[config.mk]
export PLATFORM = sky130hd
export DESIGN_NAME = flow_hash_worker_steering_core
export DESIGN_NICKNAME = d
export VERILOG_FILES = /design/src/rtl/fhws_pkg.sv /design/src/rtl/flow_hash_worker_steering_core.sv /design/src/rtl/fhws_datapath.sv /design/src/rtl/fhws_ctrl.sv
export SDC_FILE = /design/constraint.sdc
export NUM_CORES = 1
export LEC_CHECK = 0
export ABC_AREA = 1
export ABC_CLOCK_PERIOD_IN_PS = 12700
export BUFFER_PORTS_ARGS = -buffer_cell sky130_fd_sc_hd__clkbuf_2
export CORE_ASPECT_RATIO = 0.9
export CORE_MARGIN = 2
export CORE_UTILIZATION = 64
export CTS_BUF_LIST = sky130_fd_sc_hd__clkbuf_8
export DETAILED_ROUTE_END_ITERATION = 10
export GPL_ROUTABILITY_DRIVEN = 0
export GPL_TIMING_DRIVEN = 0
export PLACE_DENSITY = 0.82
export RECOVER_POWER = 100
export SYNTH_ARGS = -nofsm -noshare
export SYNTH_HDL_FRONTEND = slang
export SYNTH_HIERARCHICAL = 1
export SYNTH_SLANG_ARGS = --single-unit
export TNS_END_PERCENT = 100
[constraint.sdc]
create_clock -name clk -period 12.7 [get_ports clk]
set_clock_uncertainty 0.05 [all_clocks]
set_input_delay 0.635 -clock clk [delete_from_list [all_inputs] [get_ports clk]]
set_output_delay 0.635 -clock clk [all_outputs]
set_load 0.01 [all_outputs]
[src/rtl/fhws_pkg.sv]
// Shared types and constants for the flow hash worker steering block.
`default_nettype none
package fhws_pkg;

  localparam int MaxWorkersDefault = 256;
  localparam int HashW             = 32;
  localparam int CfgW              = 9;
  localparam int PosW              = 6;
  localparam int DivCntW           = $clog2(HashW);

  localparam logic [HashW-1:0] MixMult     = 32'h045d9f3b;
  localparam logic [PosW-1:0]  MinFrameLen = 6'd38;
  localparam logic [PosW-1:0]  TypeHiPos   = 6'd12;
  localparam logic [PosW-1:0]  TypeLoPos   = 6'd13;
  localparam logic [PosW-1:0]  IpOffIpv4   = 6'd26;
  localparam logic [PosW-1:0]  IpOffVlan   = 6'd30;
  localparam logic [PosW-1:0]  ProtoBack   = 6'd3;
  localparam logic [PosW-1:0]  FlowBytes   = 6'd12;
  localparam logic [7:0]       TypeIpv4Hi  = 8'h08;
  localparam logic [7:0]       TypeVlanHi  = 8'h81;
  localparam logic [7:0]       ProtoTcp    = 8'd6;
  localparam logic [7:0]       ProtoUdp    = 8'd17;

  typedef enum logic [1:0] {
    KIND_NONE,
    KIND_IPV4,
    KIND_VLAN
  } kind_t;

  typedef enum logic [2:0] {
    ST_RX,
    ST_LOAD,
    ST_MIX1,
    ST_MIX2,
    ST_FOLD,
    ST_DIV,
    ST_PUT
  } state_t;

  typedef struct packed {
    logic capture;
    logic load;
    logic mix1;
    logic mix2;
    logic fold;
    logic div_step;
    logic put;
  } cmd_t;

endpackage
`default_nettype wire

[src/rtl/flow_hash_worker_steering_core.sv]
// Top level of the flow hash worker steering block.
// Bytes are taken one per cycle while in ST_RX; after the last byte the input stalls during load,
// two multiply rounds, fold, a 32-step restoring modulo (one bit per cycle), result handoff.
// The handoff waits while an earlier result still waits for out_ready; the next frame's
// bytes are not accepted until this result has been handed off.
// Synchronous reset clears the frame state and sets the stored worker count to 1.
`default_nettype none
module flow_hash_worker_steering_core #(
  parameter int MAX_WORKERS = fhws_pkg::MaxWorkersDefault
) (
  input  wire                          clk,
  input  wire                          rst,
  input  wire                          cfg_valid,
  output logic                         cfg_ready,
  input  wire [fhws_pkg::CfgW-1:0]     worker_count,
  input  wire                          in_valid,
  output logic                         in_ready,
  input  wire [7:0]                    data_byte,
  input  wire                          last_byte,
  output logic                         out_valid,
  input  wire                          out_ready,
  output logic [7:0]                   worker_index,
  output logic [fhws_pkg::HashW-1:0]   flow_hash,
  output logic                         recognized
);
  import fhws_pkg::*;

  cmd_t cmd;

  assign cfg_ready = 1'b1;

  fhws_ctrl u_ctrl (
    .clk       (clk),
    .rst       (rst),
    .in_valid  (in_valid),
    .last_byte (last_byte),
    .out_ready (out_ready),
    .in_ready  (in_ready),
    .out_valid (out_valid),
    .cmd       (cmd)
  );

  fhws_datapath #(
    .MAX_WORKERS (MAX_WORKERS)
  ) u_datapath (
    .clk          (clk),
    .rst          (rst),
    .cmd          (cmd),
    .data_byte    (data_byte),
    .last_byte    (last_byte),
    .cfg_we       (cfg_valid && cfg_ready),
    .cfg_count    (worker_count),
    .worker_index (worker_index),
    .flow_hash    (flow_hash),
    .recognized   (recognized)
  );

endmodule
`default_nettype wire

[src/rtl/fhws_datapath.sv]
// Datapath: header capture, hash mixing, serial modulo and result registers.
`default_nettype none
module fhws_datapath #(
  parameter int MAX_WORKERS = fhws_pkg::MaxWorkersDefault
) (
  input  wire                          clk,
  input  wire                          rst,
  input  fhws_pkg::cmd_t               cmd,
  input  wire [7:0]                    data_byte,
  input  wire                          last_byte,
  input  wire                          cfg_we,
  input  wire [fhws_pkg::CfgW-1:0]     cfg_count,
  output logic [7:0]                   worker_index,
  output logic [fhws_pkg::HashW-1:0]   flow_hash,
  output logic                         recognized
);
  import fhws_pkg::*;

  localparam int ClampVal = (MAX_WORKERS < (1 << CfgW) - 1) ? MAX_WORKERS : (1 << CfgW) - 1;

  logic [CfgW-1:0]  wcount;
  logic [PosW-1:0]  pos;
  kind_t            kind;
  logic [7:0]       proto;
  logic [31:0]      src_addr;
  logic [31:0]      dst_addr;
  logic [15:0]      src_port;
  logic [15:0]      dst_port;
  logic [HashW-1:0] h;
  logic             ok_r;
  logic [HashW-1:0] dq;
  logic [CfgW-1:0]  rem;

  logic [PosW-1:0]  ip;
  logic [PosW-1:0]  rel;
  logic             known;
  logic             proto_hit;
  logic             in_range;
  logic             ok;
  logic [HashW-1:0] flow_val;
  logic [CfgW-1:0]  divisor;
  logic [CfgW:0]    rem_sh;
  logic [HashW-1:0] h_fold;

  always_comb begin
    ip        = (kind == KIND_IPV4) ? IpOffIpv4 : IpOffVlan;
    rel       = pos - ip;
    known     = (kind == KIND_IPV4) || (kind == KIND_VLAN);
    proto_hit = known && (pos == ip - ProtoBack);
    in_range  = known && (pos >= ip) && (pos < ip + FlowBytes);
    ok        = known && (pos >= MinFrameLen - 6'd1);
    flow_val  = src_addr | dst_addr;
    if (proto == ProtoTcp || proto == ProtoUdp) begin
      flow_val = flow_val | {16'b0, src_port | dst_port};
    end
    if (wcount == '0) begin
      divisor = CfgW'(1);
    end else if (wcount > CfgW'(ClampVal)) begin
      divisor = CfgW'(ClampVal);
    end else begin
      divisor = wcount;
    end
    rem_sh = {rem, dq[HashW-1]};
    h_fold = h ^ (h >> 16);
  end

  always_ff @(posedge clk) begin
    if (rst) begin
      wcount   <= CfgW'(1);
      pos      <= '0;
      kind     <= KIND_NONE;
      proto    <= '0;
      src_addr <= '0;
      dst_addr <= '0;
      src_port <= '0;
      dst_port <= '0;
    end else begin
      if (cfg_we) begin
        wcount <= cfg_count;
      end
      if (cmd.capture) begin
        if (pos == TypeHiPos) begin
          if (data_byte == TypeIpv4Hi) begin
            kind <= KIND_IPV4;
          end else if (data_byte == TypeVlanHi) begin
            kind <= KIND_VLAN;
          end else begin
            kind <= KIND_NONE;
          end
        end else if (pos == TypeLoPos) begin
          if (data_byte != 8'h00) begin
            kind <= KIND_NONE;
          end
        end else if (proto_hit) begin
          proto <= data_byte;
        end else if (in_range) begin
          case (rel[3:0])
            4'd0:    src_addr[7:0]   <= src_addr[7:0]   | data_byte;
            4'd1:    src_addr[15:8]  <= src_addr[15:8]  | data_byte;
            4'd2:    src_addr[23:16] <= src_addr[23:16] | data_byte;
            4'd3:    src_addr[31:24] <= src_addr[31:24] | data_byte;
            4'd4:    dst_addr[7:0]   <= dst_addr[7:0]   | data_byte;
            4'd5:    dst_addr[15:8]  <= dst_addr[15:8]  | data_byte;
            4'd6:    dst_addr[23:16] <= dst_addr[23:16] | data_byte;
            4'd7:    dst_addr[31:24] <= dst_addr[31:24] | data_byte;
            4'd8:    src_port[7:0]   <= src_port[7:0]   | data_byte;
            4'd9:    src_port[15:8]  <= src_port[15:8]  | data_byte;
            4'd10:   dst_port[7:0]   <= dst_port[7:0]   | data_byte;
            default: dst_port[15:8]  <= dst_port[15:8]  | data_byte;
          endcase
        end
        if (!last_byte && pos != '1) begin
          pos <= pos + 6'd1;
        end
      end
      if (cmd.load) begin
        pos      <= '0;
        kind     <= KIND_NONE;
        proto    <= '0;
        src_addr <= '0;
        dst_addr <= '0;
        src_port <= '0;
        dst_port <= '0;
      end
    end
  end

  // mix32(0) is 0, so an unrecognized frame simply mixes a zero value
  always_ff @(posedge clk) begin
    if (cmd.load) begin
      h    <= ok ? flow_val : '0;
      ok_r <= ok;
    end
    if (cmd.mix1 || cmd.mix2) begin
      h <= h_fold * MixMult;
    end
    if (cmd.fold) begin
      h   <= h_fold;
      dq  <= h_fold;
      rem <= '0;
    end
    if (cmd.div_step) begin
      dq <= dq << 1;
      if (rem_sh >= {1'b0, divisor}) begin
        rem <= CfgW'(rem_sh - {1'b0, divisor});
      end else begin
        rem <= rem_sh[CfgW-1:0];
      end
    end
    if (cmd.put) begin
      worker_index <= rem[7:0];
      flow_hash    <= h;
      recognized   <= ok_r;
    end
  end

endmodule
`default_nettype wire

[src/rtl/fhws_ctrl.sv]
// Controller: sequences capture, mixing, modulo steps and result handoff.
`default_nettype none
module fhws_ctrl (
  input  wire             clk,
  input  wire             rst,
  input  wire             in_valid,
  input  wire             last_byte,
  input  wire             out_ready,
  output logic            in_ready,
  output logic            out_valid,
  output fhws_pkg::cmd_t  cmd
);
  import fhws_pkg::*;

  state_t               state;
  state_t               state_next;
  logic [DivCntW-1:0]   cnt;
  logic [DivCntW-1:0]   cnt_next;
  logic                 out_valid_next;

  always_ff @(posedge clk) begin
    if (rst) begin
      state     <= ST_RX;
      cnt       <= '0;
      out_valid <= 1'b0;
    end else begin
      state     <= state_next;
      cnt       <= cnt_next;
      out_valid <= out_valid_next;
    end
  end

  always_comb begin
    state_next     = state;
    cnt_next       = cnt;
    out_valid_next = out_valid && !out_ready;
    in_ready       = 1'b0;
    cmd            = '0;
    unique case (state)
      ST_RX: begin
        in_ready = 1'b1;
        if (in_valid) begin
          cmd.capture = 1'b1;
          if (last_byte) begin
            state_next = ST_LOAD;
          end
        end
      end
      ST_LOAD: begin
        cmd.load   = 1'b1;
        state_next = ST_MIX1;
      end
      ST_MIX1: begin
        cmd.mix1   = 1'b1;
        state_next = ST_MIX2;
      end
      ST_MIX2: begin
        cmd.mix2   = 1'b1;
        state_next = ST_FOLD;
      end
      ST_FOLD: begin
        cmd.fold   = 1'b1;
        cnt_next   = '0;
        state_next = ST_DIV;
      end
      ST_DIV: begin
        cmd.div_step = 1'b1;
        cnt_next     = cnt + 1'b1;
        if (cnt == '1) begin
          state_next = ST_PUT;
        end
      end
      ST_PUT: begin
        if (!out_valid || out_ready) begin
          cmd.put        = 1'b1;
          out_valid_next = 1'b1;
          state_next     = ST_RX;
        end
      end
      default: begin
        state_next = ST_RX;
      end
    endcase
  end

endmodule
`default_nettype wire
==> results.yml <==
run_status:
  status: "finished, violations left"
  violations: "capacitance limit, slew limit"
clock_tree:
  clockBufferDepth: 3
  clock_sinks: 245
  cts_setup_buffers: 0
  ctsResizeCount: 0
  cts-buffers-inserted: 38
  clock_latency_ps: 540
  cts_tree: "built"
  hold_buffers: 0
  htree_levels: 2
  cts_root_buf: "clkbuf_8"
  clkSlewWorstSetupHoldPaths_ps: 80
worst_setup_path:
  timing.critical_path.mode_cell: "inv_1"
  crit_type: "reg2reg"
  r2r_end: "u_datapath/h[25]"
  crit_path_start_kind: "flop"
  critPathMaxFanout: 9
  arrival_ps: 8310
  crit_chain: "xor2_1, inv_1, fa_1, inv_1, ha_1, inv_1, fa_1, fa_1, fa_1, inv_1, fa_1, inv_1, fa_1, inv_1, ha_1, nand2_1, nor4_1, nand2_1, a21boi_0, nor2_1, nand2_1, nand3_1, nand2_1, inv_1"
  crit_required_ps: 12950
  rr_worst_depth: 24
  r2r_slack_ps: 4640
  critPathSlowestCell: "xor2_1"
  end_kind: "flop"
  slowest_delay_ps: 1110
  reg2reg_from: "u_datapath/h[24]"
hold_path:
  hold_depth: 3
  hold_class: "in2reg"
  worstHoldStart: "worker_count[0]"
  hold_end: "u_datapath/wcount[0]"
synth:
  ys_types: 51
  syn_avg_cell_area_um2: 8.550
  synth_flop_cell: "dfxtp_1"
  async_flop_share_pct: 0
  muxShareOfSynthArea_pct: 0
  syn_area_um2: 20270
  synth_cells: 2371
  yosys.area.top_type_share_pct: 20.14
  synth_area_leader_cell: "fa_1"
  yosysSeqAreaShare_pct: 29.82
  syn_nets: 2783
  synth_top_family_by_area: "adder cells"
  synth_warnings: 6
  ys_top_cells_by_area: "fa_1 20%, edfxtp_1 17%, dfxtp_1 13%"
  synth_compound_gate_area_share_pct: 9.887
  synth_edf_count: 114
  synthAdderAreaFrac_pct: 31.56
  synth-xor-area-share_pct: 2.203
  synthSimpleGateAreaFrac_pct: 14.23
  ys_seq_elements: 245
timing:
  post-route-min-period_ps: 8059
  max_slew_margin_pct: -12.17
  max_freq_mhz: 124.1
  slew_viol_final: 67
  fin_setup_tns_ps: 0
  hold_violations: 0
  finalSetupViolations: 0
  tightest_slew_ps: 1679
  holdWs_ps: 267.7
  rsz0062_at_grt: "no"
  period_share_pct: 63.45
placed_design:
  port-buffer-count: 64
  hpwlAfterDp_um: 44340
route:
  drt_iter0_drc: 1992
  dr.pass1.iters: 7
  vias: 16920
  ant_nets: 0
  wl_per_cell_um: 19.06
  drc: 0
  viasPerCell: 5.803
  routed_wl_um: 55560
global_routing:
  grtUsageTotal_pct: 34.19
  grt_pass1_wl_um: 87220
  grt_max_degree: 41
  grt_overflow: 0
  grt_pass1_vias: 16700
  antenna_found_initial: 1
floorplan:
  dieArea_um2: 33120
  boundaryPins: 67
  die_w_um: 191.6
  start_util_pct: 65.26
  rows: 61
  core_um2: 31060
  die_h_um: 172.8
job:
  maxCapViolCount: 4
layout:
  syn2layout_area_growth_pct: 6.850
  drive_gt1_share_pct: 4.072
  fin_nets: 2890
-- cells by family after synthesis --
logic type      Yosys count
fa+ha+maj               389
compound gates          371
buf+inv                 656
other cells               1
xor+xnor                 51
simple gates            658
flops                   245
-- how the worst max path moves through the flow --
stage,start,to,slack (ps),cells after the start
finish,u_datapath/h[24],u_datapath/h[25],4640,24
CTS,u_datapath/h[24],u_datapath/h[25],4850,24
global placement,u_datapath/h[24],u_datapath/h[25],4980,24
detailed placement,u_datapath/h[24],u_datapath/h[25],4890,24
global route,u_datapath/h[24],u_datapath/h[25],4410,24
floorplan,u_datapath/h[27],u_datapath/h[25],6470,25
-- state kept, by name, indices dropped and copies added, names as in the netlist --
signal	flops
u_datapath/dst_addr	32
u_datapath/worker_index	8
u_datapath/src_port	16
u_datapath/wcount	9
u_datapath/ok_r	1
u_datapath/flow_hash	32
u_ctrl/state	3
u_datapath/dst_port	16
u_datapath/src_addr	32
u_ctrl/cnt	5
u_ctrl/out_valid	1
u_datapath/dq	32
u_datapath/h	32
u_datapath/pos	6
u_datapath/recognized	1
u_datapath/rem	9
u_datapath/proto	8
u_datapath/kind	2
-- synthesized netlist by cell type (2+ instances only) --
master and instances:
nand2_2 6, ha_1 185, buf_6 2, nand3b_1 5, o21bai_1 13, nor4_1 9
xnor2_1 13, buf_1 6, xor2_1 38, nand3_1 68, inv_1 602, a21o_1 2
clkbuf_1 35, nor3_1 17, o31ai_1 3, buf_4 3, nand4_1 14, nor2_2 2
a31oi_1 6, edfxtp_1 114, dfxtp_1 131, nand2_1 361, a31o_2 3, nor4_4 2
nor3_4 6, fa_1 204, clkinv_1 2, or2_2 14, a221oi_1 2, nor2_1 143
inv_2 5, o22ai_1 3, o211ai_1 12, o21ai_0 120, a211oi_1 6, nor2_4 4
a21oi_1 193, nand3_2 4
-- critical path, delay by kind of cell, from the launching register on --
kind | cells | cell delay, ps
buffers and inverters | 7 | 720
and+or+nand+nor | 7 | 1200
AOI/OAI and AO/OA | 1 | 330
adders and majority gates | 8 | 3790
xor gates and xnor gates | 1 | 1110
DFF | 1 | 610
-- metrics by stage --
stage	utilization [%]	setup slack [ps]	area [um^2]	std cells
floorplan	-	6472	20270	2371
global placement	67.94	4979	21110	2844
detailed placement	68.06	4892	21140	2847
CTS	70.54	4846	21910	2914
global route	69.73	4411	21660	2914
finish	69.73	4641	21660	2915
-- final cells by class --
class | count | area, um^2
fill | 2337 | 9402
tap | 409 | 511.7
multi-input combinational | 1470 | 11580
inverter | 609 | 2286
timing repair buffer | 67 | 277.8
antenna | 1 | 2.502
buffer | 47 | 183.9
sequential | 245 | 6046
clock inverter | 21 | 136.4
clock buffer | 46 | 633.1
-- metal layers --
layer	global-route usage (%)	part of all wire, %
met1	46.35	39
met2	54.26	46
met3	7.144	11
met4	12.85	4.2
met5	0	0.020
-- placed cells by master (no fill, tap or decap), drive strengths merged, types with 13 or more instances in the layout --
cell type	n
a21oi	193
clkbuf	152
dfxtp	131
edfxtp	114
fa	204
ha	185
inv	620
nand2	367
nand3	72
nand4	14
nor2	149
nor3	24
o21ai	121
o21bai	13
or2	14
xnor2	13
xor2	38
Power is not shown: default switching activity piles up to over one toggle a cycle in this logic, so the estimate is an artifact.
